`config.mk`:
```
export PLATFORM = sky130hd
export DESIGN_NAME = datetime_text_to_epoch_seconds_unit
export DESIGN_NICKNAME = d
export VERILOG_FILES = /design/src/dtepoch_pkg.sv /design/src/dtepoch_ctrl.sv /design/src/dtepoch_dp.sv /design/src/datetime_text_to_epoch_seconds_unit.sv
export SDC_FILE = /design/constraint.sdc
export NUM_CORES = 1
export LEC_CHECK = 0
export ABC_AREA = 1
export BUFFER_PORTS_ARGS = -buffer_cell sky130_fd_sc_hd__buf_2
export CAP_MARGIN = 20
export CELL_PAD_IN_SITES_DETAIL_PLACEMENT = 0
export CELL_PAD_IN_SITES_GLOBAL_PLACEMENT = 2
export CORE_ASPECT_RATIO = 2
export CORE_MARGIN = 1
export CORE_UTILIZATION = 37
export CTS_BUF_LIST = sky130_fd_sc_hd__clkbuf_16
export CTS_CLUSTER_DIAMETER = 80
export DETAILED_ROUTE_END_ITERATION = 16
export PLACE_DENSITY = 0.84
export SLEW_MARGIN = 20
export SYNTH_ARGS = -nofsm -noshare
export SYNTH_HDL_FRONTEND = slang
export SYNTH_SLANG_ARGS = --single-unit
```
`constraint.sdc`:
```
create_clock -name clk -period 5.8 [get_ports clk]
set_input_delay 0.87 -clock clk [delete_from_list [all_inputs] [get_ports clk]]
set_output_delay 0.87 -clock clk [all_outputs]
set_load 0.1 [all_outputs]
```
`src/dtepoch_pkg.sv`:
```
// Shared types, error codes and constants of the timestamp-to-epoch converter.
`default_nettype none
package dtepoch_pkg;

  localparam int unsigned FIELD_COUNT  = 6;
  localparam int unsigned CHARS_NEEDED = 23;

  // Result error codes, lowest value has highest priority after ok
  localparam logic [3:0] ERR_OK     = 4'd0;
  localparam logic [3:0] ERR_SHORT  = 4'd1;
  localparam logic [3:0] ERR_SEP    = 4'd2;
  localparam logic [3:0] ERR_NUMBER = 4'd3;
  localparam logic [3:0] ERR_MONTH  = 4'd4;
  localparam logic [3:0] ERR_DAY    = 4'd5;
  localparam logic [3:0] ERR_HOUR   = 4'd6;
  localparam logic [3:0] ERR_MINUTE = 4'd7;
  localparam logic [3:0] ERR_SECOND = 4'd8;

  typedef struct packed {
    logic [7:0] char_code;
    logic       is_last;
  } char_item_t;

  typedef struct packed {
    logic signed [39:0] epoch_seconds;
    logic [3:0]         error_code;
  } result_item_t;

  // Controller to datapath commands
  typedef struct packed {
    logic take;       // character transaction accepted
    logic calc_date;  // range checks, shifted year, day of year, time of day
    logic calc_era;   // quotient of shifted year by 400
    logic calc_yoe;   // year of era and era day count
    logic calc_days;  // days since epoch
    logic load_out;   // seconds into output register, clear fields
  } dp_cmd_t;

  // Days before the first of a month, months counted from March
  function automatic logic [8:0] month_day_base(input logic [3:0] mp);
    logic [8:0] base;
    case (mp)
      4'd0:    base = 9'd0;
      4'd1:    base = 9'd31;
      4'd2:    base = 9'd61;
      4'd3:    base = 9'd92;
      4'd4:    base = 9'd122;
      4'd5:    base = 9'd153;
      4'd6:    base = 9'd184;
      4'd7:    base = 9'd214;
      4'd8:    base = 9'd245;
      4'd9:    base = 9'd275;
      4'd10:   base = 9'd306;
      4'd11:   base = 9'd337;
      default: base = 9'd0;
    endcase
    return base;
  endfunction

endpackage
`default_nettype wire

```
`src/dtepoch_ctrl.sv`:
```
// Sequencer for character collection, calendar conversion steps and result hand-off.
`default_nettype none
module dtepoch_ctrl (
  input  wire logic                clk,
  input  wire logic                rst,
  input  wire logic                char_valid,
  input  wire logic                is_last,
  output logic                     char_stall,
  output logic                     result_valid,
  input  wire logic                result_stall,
  output dtepoch_pkg::dp_cmd_t     cmd
);

  typedef enum logic [2:0] {
    ST_COLLECT,
    ST_DATE,
    ST_ERA,
    ST_YOE,
    ST_DAYS,
    ST_PUT
  } state_t;

  state_t state;
  state_t state_next;
  logic   out_free;

  assign char_stall = (state != ST_COLLECT);
  assign out_free   = !result_valid || !result_stall;

  always_comb begin
    cmd        = '0;
    state_next = state;
    unique case (state)
      ST_COLLECT: begin
        cmd.take = char_valid;
        if (char_valid && is_last) state_next = ST_DATE;
      end
      ST_DATE: begin
        cmd.calc_date = 1'b1;
        state_next    = ST_ERA;
      end
      ST_ERA: begin
        cmd.calc_era = 1'b1;
        state_next   = ST_YOE;
      end
      ST_YOE: begin
        cmd.calc_yoe = 1'b1;
        state_next   = ST_DAYS;
      end
      ST_DAYS: begin
        cmd.calc_days = 1'b1;
        state_next    = ST_PUT;
      end
      ST_PUT: begin
        if (out_free) begin
          cmd.load_out = 1'b1;
          state_next   = ST_COLLECT;
        end
      end
      default: state_next = ST_COLLECT;
    endcase
  end

  always_ff @(posedge clk) begin
    if (rst) begin
      state        <= ST_COLLECT;
      result_valid <= 1'b0;
    end else begin
      state <= state_next;
      if (cmd.load_out) result_valid <= 1'b1;
      else if (!result_stall) result_valid <= 1'b0;
    end
  end

endmodule
`default_nettype wire

```
`src/dtepoch_dp.sv`:
```
// Field parsing registers and days-from-civil arithmetic steps.
`default_nettype none
module dtepoch_dp (
  input  wire logic                   clk,
  input  wire logic                   rst,
  input  wire dtepoch_pkg::dp_cmd_t   cmd,
  input  wire dtepoch_pkg::char_item_t char_item,
  output dtepoch_pkg::result_item_t   result_item
);

  localparam int unsigned NF = dtepoch_pkg::FIELD_COUNT;

  // parse state
  logic [4:0]  pos;
  logic [13:0] fval [NF];
  logic [NF-1:0] fneg;
  logic [NF-1:0] fdig;
  logic        sep_fault;
  logic        num_fault;

  // arithmetic step registers
  logic [3:0]         err_r;
  logic [13:0]        x_r;       // year after March shift, plus 1200
  logic [8:0]         doy_r;
  logic [16:0]        hms_r;
  logic [4:0]         q_r;
  logic [8:0]         yoe_r;
  logic signed [22:0] era_term_r;
  logic signed [22:0] days_r;

  // character decode
  logic       is_field;
  logic [2:0] fsel;
  logic       first;
  logic       sep_chk;
  logic       sep_ok;
  logic       is_digit;
  logic [7:0] c;
  logic [17:0] acc;

  assign c        = char_item.char_code;
  assign is_digit = (c >= 8'h30) && (c <= 8'h39);
  assign acc      = 18'(fval[fsel]) * 18'd10 + 18'(c - 8'h30);

  always_comb begin
    is_field = 1'b0;
    fsel     = 3'd0;
    first    = 1'b0;
    sep_chk  = 1'b0;
    sep_ok   = 1'b1;
    case (pos)
      5'd0, 5'd1, 5'd2, 5'd3: begin
        is_field = 1'b1; fsel = 3'd0; first = (pos == 5'd0);
      end
      5'd5, 5'd6: begin
        is_field = 1'b1; fsel = 3'd1; first = (pos == 5'd5);
      end
      5'd8, 5'd9: begin
        is_field = 1'b1; fsel = 3'd2; first = (pos == 5'd8);
      end
      5'd11, 5'd12: begin
        is_field = 1'b1; fsel = 3'd3; first = (pos == 5'd11);
      end
      5'd14, 5'd15: begin
        is_field = 1'b1; fsel = 3'd4; first = (pos == 5'd14);
      end
      5'd17, 5'd18: begin
        is_field = 1'b1; fsel = 3'd5; first = (pos == 5'd17);
      end
      5'd4, 5'd7: begin
        sep_chk = 1'b1; sep_ok = (c == 8'h2D);
      end
      5'd10: begin
        sep_chk = 1'b1; sep_ok = (c == 8'h20);
      end
      5'd13, 5'd16, 5'd22: begin
        sep_chk = 1'b1; sep_ok = (c == 8'h3A);
      end
      5'd19: begin
        sep_chk = 1'b1; sep_ok = (c == 8'h2B) || (c == 8'h2D);
      end
      default: ;  // offset digits and beyond
    endcase
  end

  // range checks and first-step values
  logic        short_in;
  logic        num_bad;
  logic        month_ok, day_ok, hour_ok, minute_ok, second_ok;
  logic [3:0]  err_next;
  logic signed [15:0] y_val;
  logic signed [15:0] y_adj;
  logic [15:0] x_full;
  logic [3:0]  mp;
  logic [8:0]  doy_next;
  logic [16:0] hms_next;

  assign short_in  = (pos < 5'(dtepoch_pkg::CHARS_NEEDED));
  assign num_bad   = num_fault || !(&fdig);
  assign month_ok  = !fneg[1] && (fval[1] >= 14'd1) && (fval[1] <= 14'd12);
  assign day_ok    = !fneg[2] && (fval[2] >= 14'd1) && (fval[2] <= 14'd31);
  assign hour_ok   = fneg[3] ? (fval[3] == 14'd0) : (fval[3] <= 14'd23);
  assign minute_ok = fneg[4] ? (fval[4] == 14'd0) : (fval[4] <= 14'd59);
  assign second_ok = fneg[5] ? (fval[5] == 14'd0) : (fval[5] <= 14'd60);

  always_comb begin
    if (short_in)        err_next = dtepoch_pkg::ERR_SHORT;
    else if (sep_fault)  err_next = dtepoch_pkg::ERR_SEP;
    else if (num_bad)    err_next = dtepoch_pkg::ERR_NUMBER;
    else if (!month_ok)  err_next = dtepoch_pkg::ERR_MONTH;
    else if (!day_ok)    err_next = dtepoch_pkg::ERR_DAY;
    else if (!hour_ok)   err_next = dtepoch_pkg::ERR_HOUR;
    else if (!minute_ok) err_next = dtepoch_pkg::ERR_MINUTE;
    else if (!second_ok) err_next = dtepoch_pkg::ERR_SECOND;
    else                 err_next = dtepoch_pkg::ERR_OK;
  end

  assign y_val    = fneg[0] ? -$signed({2'b00, fval[0]}) : $signed({2'b00, fval[0]});
  assign y_adj    = (fval[1] <= 14'd2) ? (y_val - 16'sd1) : y_val;
  assign x_full   = 16'(y_adj + 16'sd1200);  // non-negative for any four-char year
  assign mp       = (fval[1] > 14'd2) ? (fval[1][3:0] - 4'd3) : (fval[1][3:0] + 4'd9);
  assign doy_next = dtepoch_pkg::month_day_base(mp) + 9'(fval[2][4:0]) - 9'd1;
  assign hms_next = 17'(fval[3][4:0]) * 17'd3600 + 17'(fval[4][5:0]) * 17'd60
                  + 17'(fval[5][5:0]);

  // x / 400 = (x / 16) / 25, and n / 25 = (n * 41) >> 10 for n below 1000
  logic [15:0] q_prod;
  assign q_prod = 16'(x_r[13:4]) * 16'd41;

  logic [13:0]        q400;
  logic signed [5:0]  era;
  logic signed [22:0] era_term_next;
  assign q400          = 14'(q_r) * 14'd400;
  assign era           = $signed({1'b0, q_r}) - 6'sd3;
  assign era_term_next = 23'(era) * 23'sd146097;

  logic [6:0]         yq;
  logic [13:0]        c_prod;
  logic [17:0]        t_sum;
  logic signed [22:0] days_next;
  assign yq        = yoe_r[8:2];
  assign c_prod    = 14'(yq) * 14'd41;
  assign t_sum     = 18'(yoe_r) * 18'd365 + 18'(yq) + 18'(doy_r);
  assign days_next = era_term_r + $signed({5'b0, t_sum})
                   - $signed({20'b0, c_prod[12:10]}) - 23'sd719468;

  logic signed [39:0] secs;
  assign secs = 40'(days_r) * 40'sd86400 + $signed({23'b0, hms_r});

  always_ff @(posedge clk) begin
    if (rst || cmd.load_out) begin
      pos       <= '0;
      fneg      <= '0;
      fdig      <= '0;
      sep_fault <= 1'b0;
      num_fault <= 1'b0;
      for (int i = 0; i < NF; i++) fval[i] <= '0;
    end else if (cmd.take && short_in) begin
      pos <= pos + 5'd1;
      if (is_field) begin
        if (first && (c == 8'h2D)) begin
          fneg[fsel] <= 1'b1;
        end else if (is_digit) begin
          fval[fsel] <= acc[13:0];
          fdig[fsel] <= 1'b1;
        end else begin
          num_fault <= 1'b1;
        end
      end else if (sep_chk && !sep_ok) begin
        sep_fault <= 1'b1;
      end
    end
  end

  always_ff @(posedge clk) begin
    if (cmd.calc_date) begin
      err_r <= err_next;
      x_r   <= x_full[13:0];
      doy_r <= doy_next;
      hms_r <= hms_next;
    end
    if (cmd.calc_era) q_r <= q_prod[14:10];
    if (cmd.calc_yoe) begin
      yoe_r      <= 9'(x_r - q400);
      era_term_r <= era_term_next;
    end
    if (cmd.calc_days) days_r <= days_next;
    if (cmd.load_out) begin
      result_item.error_code    <= err_r;
      result_item.epoch_seconds <= (err_r == dtepoch_pkg::ERR_OK) ? secs : '0;
    end
  end

endmodule
`default_nettype wire

```
`src/datetime_text_to_epoch_seconds_unit.sv`:
```
// Top level: 'YYYY-MM-DD HH:MM:SS+hh:mm' text stream to signed epoch seconds.
// Usage:
//  - Input channel (char_valid / char_stall / char_item): one character per
//    transaction; is_last marks the final character of a timestamp.
//  - Output channel (result_valid / result_stall / result_item): exactly one
//    transaction per timestamp with epoch_seconds (0 on error) and error_code.
//  - Characters are taken one per cycle. After the last character the block
//    stalls the input while the calendar math runs as four
//    register-to-register steps (range checks, divide by 400, year of era,
//    day count) followed by the seconds multiply into the output register.
//  - One timestamp is converted at a time: the next timestamp's characters
//    are taken only once the conversion sequence has loaded the result.
//  - The output register decouples the two sides: the next timestamp's
//    characters are taken while a result waits. If the receiver still
//    stalls when the next result is ready, the block holds it and keeps
//    char_stall high until the output register frees up.
//  - Characters after position 22 are ignored; offset digits are not used.
//  - Reset (rst, synchronous) clears the parse state and drops result_valid.
`default_nettype none
module datetime_text_to_epoch_seconds_unit (
  input  wire logic                       clk,
  input  wire logic                       rst,
  input  wire logic                       char_valid,
  output logic                            char_stall,
  input  wire dtepoch_pkg::char_item_t    char_item,
  output logic                            result_valid,
  input  wire logic                       result_stall,
  output dtepoch_pkg::result_item_t       result_item
);

  dtepoch_pkg::dp_cmd_t cmd;

  // sequencer: owns handshake state and steps the datapath
  dtepoch_ctrl u_ctrl (
    .clk          (clk),
    .rst          (rst),
    .char_valid   (char_valid),
    .is_last      (char_item.is_last),
    .char_stall   (char_stall),
    .result_valid (result_valid),
    .result_stall (result_stall),
    .cmd          (cmd)
  );

  // datapath: field parse registers, conversion steps, output register
  dtepoch_dp u_dp (
    .clk         (clk),
    .rst         (rst),
    .cmd         (cmd),
    .char_item   (char_item),
    .result_item (result_item)
  );

endmodule
`default_nettype wire
```
==> flow_metrics.py, run 1 <==
metrics = {
    "synthesis": {
        "yosys.area.top_type_share_pct": 28.4,
        "yosys.area.top_type": "edfxtp_1",
        "yosysSeqAreaShare_pct": 30.0,
        "netlist_instances": 3124,
        "synth_area_um2": 27300,
        "synthFlopType": "edfxtp_1",
        "ys_top_cells_by_area": "edfxtp_1 28%, ha_1 21%, fa_1 10%",
        "synth_edf_count": 258,
        "synthArstFlopShare_pct": 0,
        "yosysWarnings": 0,
        "synth_cell_type_count": 56,
        "ys_ff_latch": 281,
        "syn-num-nets": 3730,
        "synth.avg_cell_area_um2": 8.74,
    },
    "floorplan": {
        "core_area_um2": 72900,
        "dieArea_um2": 75000,
        "boundaryPins": 59,
        "die_h_um": 386,
        "start_util_pct": 37.5,
        "rows": 140,
        "die_w_um": 194,
    },
    "clocking": {
        "h-tree-depth": 1,
        "cts_tree": "yes",
        "cts_buffer_depth": 3,
        "cts_made_buffers": 29,
        "path_clk_slew_ns": 0.07,
        "clk_latency_ns": 0.63,
        "cts_sinks": 281,
        "cts_hold_buf": 0,
        "cts-root-buf": "clkbuf_16",
    },
    "route": {
        "drt_pass1_iterations": 6,
        "routed_via_density": 4.97,
        "routed_wl_mm": 82.1,
        "wl_per_cell_um": 18.6,
        "drt-initial-drc-count": 728,
        "route.detailed.drc": 0,
        "num_vias": 21900,
        "drtAntennaViolNets": 0,
    },
    "cells_and_area": {
        "syn2layout_area_growth_pct": 20.3,
        "layout.nets": 4074,
        "final_cells": 4414,
        "final_util_pct": 45.1,
        "diodes": 0,
        "fin_area_um2": 32900,
        "drive_gt1_share_pct": 17.1,
        "fillCellCount": 7267,
    },
    "setup_path": {
        "rr_worst_depth": 27,
        "crit_fanout": 4,
        "arrival_ns": 6.34,
        "path_class": "reg2reg",
        "r2r_start": "u_dp.yoe_r[3]",
        "worstSetupStartpointType": "flop",
        "endpoint_kind": "flop",
        "r2r_setup_slack_ns": -0.21,
        "rr_endpoint": "u_dp.days_r[22]",
        "critical_path_required_ns": 6.13,
        "critPathLaunch": "u_dp.yoe_r[3]",
    },
    "min_path": {
        "hp-class": "reg2reg",
        "hold_depth": 0,
        "worstHoldEndpoint": "u_dp.yoe_r[1]",
        "min_from": "u_dp.x_r[1]",
    },
    "placed_design": {
        "placedCellCount": 4334,
        "io_buffers": 58,
        "gp_congestion": 0.922,
        "place_area_um2": 30800,
        "preCtsSetupSlack_ns": -0.416,
        "dpl.hpwl_mm": 70.7,
    },
    "sta": {
        "setup_viol": 8,
        "skew_ns": 0.0371,
        "final.min_clock_period_ns": 6.01,
        "slew-limit-headroom_pct": 25.4,
        "final-max-slew-violation-count": 0,
        "finalHoldViolCount": 0,
        "post-route-period-util_pct": 104,
        "worst_pin_slew_ns": 1.11,
        "setup_ws_ns": -0.208,
        "fmax_mhz": 166,
        "rsz0062_at_grt": "true",
    },
    "grt": {
        "grt_pass1_wl_mm": 125,
        "grt_pass1_vias": 23300,
        "antenna_found_initial": 1,
        "grt.overflow.total": 0,
        "track_usage_pct": 22.2,
        "grt_start_max_net_pins": 46,
    },
    "run_status": {
        "violations": "setup timing",
        "status": "complete, but fails checks",
    },
    "run": {
        "max_cap_viol_count": 0,
    },
}
-- routing by layer --
metal  wire length (um)  up-vias  GRT usage (%)  part of all wire (%)
met2              49500      426           49.2                    60
met3               1650      240           1.49                   2.0
met4               7810        0           18.3                   9.5
met1              23100    10400           16.3                    28
li1                   -    10900              -                     -
met5                  0        -              0                     0
-- through the flow --
step                      TNS (ns)  hold slack [ns]
after floorplan           -0.00141            0.400
after global placement       -3.16            0.403
after detailed placement     -3.72            0.405
after CTS                    -1.50            0.421
after global routing         -3.71            0.428
final                        -1.32            0.421
-- critical path, cell delays in order (launching register included) --
cell	delay [ns]
edfxtp_1	0.51
ha_4	0.33
inv_2	0.04
fa_1	0.53
inv_1	0.05
fa_1	0.45
fa_1	0.49
inv_1	0.05
fa_1	0.49
inv_2	0.05
ha_4	0.23
a21oi_2	0.14
o21ai_2	0.07
a21oi_2	0.18
o21ai_2	0.10
a21oi_2	0.12
o21bai_1	0.08
nand2_1	0.07
nand2_1	0.06
a21oi_2	0.18
xor2_2	0.17
fa_2	0.47
ha_4	0.31
nand2_4	0.08
o21ai_2	0.15
inv_1	0.07
o2111ai_2	0.18
xor2_1	0.09
-- synth_stat cells, drive strengths merged (33+ instances only) --
| cell | count |
|---|---|
| nand3 | 120 |
| nor2 | 302 |
| xnor2 | 55 |
| xor2 | 102 |
| edfxtp | 258 |
| fa | 141 |
| inv | 660 |
| nor3 | 39 |
| a21oi | 193 |
| o21ai | 107 |
| ha | 452 |
| nand2 | 465 |
| nand4 | 33 |
-- cell type report --
class                      count  area (um2)  area share (%)
multi-input combinational   2157       17500            53.2
sequential                   281        8210            25.0
inverter                     660        2480            7.55
timing repair buffer         339        2460            7.48
tap                          923        1150            3.51
clock buffer                  29         726            2.21
clock inverter                25         354            1.08
-- placed cells by master, fill, tap and decap left out, types with 11 or more instances in the layout --
| cell | n |
|---|---|
| a21o_1 | 14 |
| a21oi_1 | 160 |
| a21oi_2 | 28 |
| buf_2 | 58 |
| buf_4 | 271 |
| clkbuf_16 | 29 |
| dfxtp_1 | 21 |
| edfxtp_1 | 258 |
| fa_1 | 137 |
| ha_1 | 415 |
| ha_4 | 30 |
| inv_1 | 644 |
| inv_2 | 17 |
| nand2_1 | 438 |
| nand2_2 | 20 |
| nand3_1 | 110 |
| nand4_1 | 33 |
| nor2_1 | 278 |
| nor2_2 | 15 |
| nor3_1 | 26 |
| nor4_1 | 12 |
| o21ai_0 | 82 |
| o21ai_1 | 12 |
| o21ai_2 | 12 |
| o21bai_1 | 11 |
| xnor2_1 | 54 |
| xor2_1 | 95 |
-- what timing repair did --
item                                    CTS  global route
pin swaps                                34            48
resized for setup                        54           118
buffers inserted                          6            20
endpoints found under the setup margin   25            68
hold endpoints to repair                  0             0
-- sequential cells by signal, indices dropped and copies added, names as in the netlist --
signal and cells:
u_dp.doy_r 9, u_dp.fneg 6, u_dp.sep_fault 1, u_dp.fval 110
u_ctrl.result_valid 1, u_dp.pos 5, u_dp.hms_r 17, u_dp.era_term_r 23
u_dp.yoe_r 9, u_dp.fdig 6, u_dp.num_fault 1, u_dp.err_r 4
u_ctrl.state 3, u_dp.q_r 5, u_dp.x_r 14, u_dp.result_item 44
u_dp.days_r 23
-- logic make-up (layout without fill, tap and decap cells) --
family | Yosys count | in the layout | share of synthesized area, %
flops | 281 | 281 | 30.0
xor+xnor | 157 | 157 | 5.09
fa+ha+maj | 593 | 593 | 31.0
buf+inv | 686 | 1053 | 9.52
compound gates | 410 | 410 | 8.63
simple gates | 997 | 997 | 15.7
-- worst max path at each step --
stage | end | slack, ns | cells after the start
floorplan | u_dp.days_r[20] | -0.001 | 30
CTS | u_dp.days_r[22] | -0.29 | 27
global route | u_dp.days_r[20] | -0.50 | 26
detailed placement | u_dp.days_r[22] | -0.42 | 27
finish | u_dp.days_r[22] | -0.21 | 27
global placement | u_dp.days_r[22] | -0.36 | 27
Power of run 1 is left out: the tool's default activity adds up to more than one toggle a clock period on the data nets, which glitch-free logic cannot reach.
==> run 2, diff against run 1 <==
--- a/config.mk
+++ b/config.mk
@@ -5,14 +5,13 @@
 export SDC_FILE = /design/constraint.sdc
 export NUM_CORES = 1
 export LEC_CHECK = 0
-export ABC_AREA = 1
 export BUFFER_PORTS_ARGS = -buffer_cell sky130_fd_sc_hd__buf_2
 export CAP_MARGIN = 20
 export CELL_PAD_IN_SITES_DETAIL_PLACEMENT = 0
 export CELL_PAD_IN_SITES_GLOBAL_PLACEMENT = 2
 export CORE_ASPECT_RATIO = 2
 export CORE_MARGIN = 1
-export CORE_UTILIZATION = 37
+export CORE_UTILIZATION = 39
 export CTS_BUF_LIST = sky130_fd_sc_hd__clkbuf_16
 export CTS_CLUSTER_DIAMETER = 80
 export DETAILED_ROUTE_END_ITERATION = 16
==> flow_metrics.py, run 2 <==
metrics = {
    "placed_design": {
        "gp_congestion": 0.952,
        "io_buffers": 58,
        "dpl.hpwl_mm": 60.8,
        "place_area_um2": 30400,
        "preCtsSetupSlack_ns": -1.20,
    },
    "sta": {
        "worst_pin_slew_ns": 1.16,
        "fmax_mhz": 147,
        "post-route-period-util_pct": 117,
        "skew_ns": 0.0283,
        "slew-limit-headroom_pct": 22.1,
        "final.min_clock_period_ns": 6.78,
        "final-max-slew-violation-count": 0,
        "setup_ws_ns": -0.982,
        "setup_viol": 17,
        "finalHoldViolCount": 0,
        "rsz0062_at_grt": "true",
        "tns_ns": -8.43,
    },
    "cells_and_area": {
        "top_register": "u_dp.fval",
        "final_util_pct": 49.5,
        "drive_gt1_share_pct": 25.2,
        "syn2layout_area_growth_pct": 25.5,
        "reg_top3": "u_dp.fval (110), u_dp.result_item (44)",
        "diodes": 0,
        "fillCellCount": 6087,
        "mostFrequentLayoutCells": "446 x inv_1, 397 x ha_1, 364 x buf_4",
        "fin_area_um2": 33100,
        "largest_reg_flops": 110,
        "layout.nets": 3616,
        "layout.cells.most_common": "inv_1",
    },
    "synthesis": {
        "ys_ff_latch": 281,
        "synth_most_common_cell": "inv_1",
        "yosys.area.top_type": "edfxtp_1",
        "syn-num-nets": 3195,
        "synth_area_um2": 26400,
        "synth.avg_cell_area_um2": 10.2,
        "yosysWarnings": 0,
        "synth.cells.most_frequent": "461 x inv_1, 452 x ha_1, 258 x edfxtp_1",
        "netlist_instances": 2589,
        "synthFlopType": "edfxtp_1",
        "synth_cell_type_count": 92,
        "ys_top_cells_by_area": "edfxtp_1 29%, ha_1 21%, fa_1 11%",
        "synth_edf_count": 258,
        "synthArstFlopShare_pct": 0,
        "yosysSeqAreaShare_pct": 31.1,
        "yosys.area.top_type_share_pct": 29.4,
    },
    "route": {
        "route.detailed.drc": 0,
        "drtAntennaViolNets": 0,
        "routed_via_density": 5.17,
        "drt_pass1_iterations": 5,
        "num_vias": 20300,
        "wl_per_cell_um": 18.8,
        "routed_wl_mm": 73.7,
        "drt-initial-drc-count": 795,
    },
    "clocking": {
        "h-tree-depth": 1,
        "cts_sinks": 281,
        "cts_tree": "yes",
        "cts_buffer_depth": 3,
        "cts_made_buffers": 28,
        "path_clk_slew_ns": 0.07,
        "cts-root-buf": "clkbuf_16",
        "clk_latency_ns": 0.60,
    },
    "grt": {
        "grt_start_max_net_pins": 46,
        "grt_pass1_wl_mm": 113,
        "track_usage_pct": 21.6,
        "grt_pass1_vias": 21900,
        "grt.overflow.total": 0,
        "antenna_found_initial": 0,
    },
    "setup_path": {
        "crit_fanout": 4,
        "endpoint_kind": "flop",
        "cpMaxStageDelayCell": "fa_1",
        "critical_path_required_ns": 6.13,
        "worstSetupStartpointType": "flop",
        "crit_top_cell": "ha_4",
        "path_class": "reg2reg",
        "max_stage_delay_ns": 0.54,
        "arrival_ns": 7.12,
    },
    "floorplan": {
        "start_util_pct": 39.5,
        "rows": 134,
        "boundaryPins": 59,
        "die_w_um": 186,
        "die_h_um": 370,
        "core_area_um2": 66900,
        "dieArea_um2": 68800,
    },
    "power": {
        "p_seq_share_pct": 15.4,
        "p_total_mw": 17.2,
        "p_leak_nw": 15.2,
        "swShare_pct": 42.6,
        "powerDensity_nw_per_um2": 519,
        "p_comb_share_pct": 73.5,
        "p_int_mw": 9.87,
        "power_switching_mw": 7.33,
        "power_frac_clock_pct": 11.0,
        "vdd_drop_max_mv": 0.398,
    },
    "run": {
        "max_cap_viol_count": 0,
    },
    "min_path": {
        "hp-class": "reg2reg",
    },
    "run_status": {
        "status": "complete, but fails checks",
        "violations": "setup timing",
    },
}
[run 2: cell type report]
| class | instances | area (um2) | area share (%) |
|---|---|---|---|
| clock inverter | 24 | 249 | 0.751 |
| multi-input combinational | 1796 | 17900 | 53.9 |
| inverter | 461 | 1730 | 5.23 |
| clock buffer | 28 | 701 | 2.11 |
| tap | 884 | 1110 | 3.34 |
| timing repair buffer | 442 | 3270 | 9.88 |
| sequential | 281 | 8210 | 24.8 |
[run 2: kinds of logic after synthesis]
family / after synthesis / synth area share (%)
xor gates and xnor gates: 212 / 7.11
AOI/OAI and AO/OA: 426 / 10.9
muxes: 18 / 1.30
buffers and inverters: 512 / 7.33
adders and majority gates: 593 / 32.1
and+or+nand+nor: 547 / 10.1
DFF: 281 / 31.1
[run 2: timing repair]
action / in CTS / in global routing
buffers inserted: 37 / 35
endpoints found under the hold margin: 0 / 0
setup endpoints to repair: 45 / 54
pin swaps: 104 / 134
hold buffers: 0 / 0
gates resized for setup: 111 / 131
[run 2: path summary, 6_finish.rpt]
| path | from | to | slack, ns | depth (start not counted) |
|---|---|---|---|---|
| setup / recovery | u_dp.yoe_r[3] | u_dp.days_r[22] | -0.98 | 31 |
| setup reg to reg | u_dp.yoe_r[3] | u_dp.days_r[22] | -0.98 | 31 |
| hold / removal | u_dp.x_r[2] | u_dp.yoe_r[2] | 0.42 | 0 |
| hold reg to reg | u_dp.x_r[2] | u_dp.yoe_r[2] | 0.42 | 0 |
[run 2: layer usage]
layer	track usage [%]	wire, um
met1	17.3	21600
met2	45.3	43900
met3	2.14	1810
met4	16.4	6310
met5	0	0
[run 2: worst max-delay path: cells and delay by family, from the launching register on]
| kind | cells | cell delay, ns |
|---|---|---|
| XOR/XNOR | 3 | 0.43 |
| buffers and inverters | 6 | 0.51 |
| flip-flops | 1 | 0.48 |
| AO/OA/AOI/OAI | 13 | 2.15 |
| AND/OR/NAND/NOR | 1 | 0.34 |
| adder cells (fa/ha/maj) | 8 | 2.64 |
[run 2: metrics by stage]
| stage | hold WS [ns] | cells |
|---|---|---|
| after global routing | 0.437 | 3916 |
| after detailed placement | 0.407 | 3799 |
| final | 0.417 | 3916 |
| after floorplan | 0.400 | 2589 |
| after global placement | 0.408 | 3799 |
| after CTS | 0.418 | 3885 |
[run 2: power by group through the flow]
stage	clock network, mW	logic [mW]	registers (mW)
after floorplan	0	6.26	2.67
after global placement	0	10.3	2.69
after detailed placement	0	10.5	2.70
after CTS	1.94	11.6	2.66
after global routing	2.01	13.7	2.66
final	1.89	12.6	2.66
Note: power is estimated with default switching activity, not from simulation.
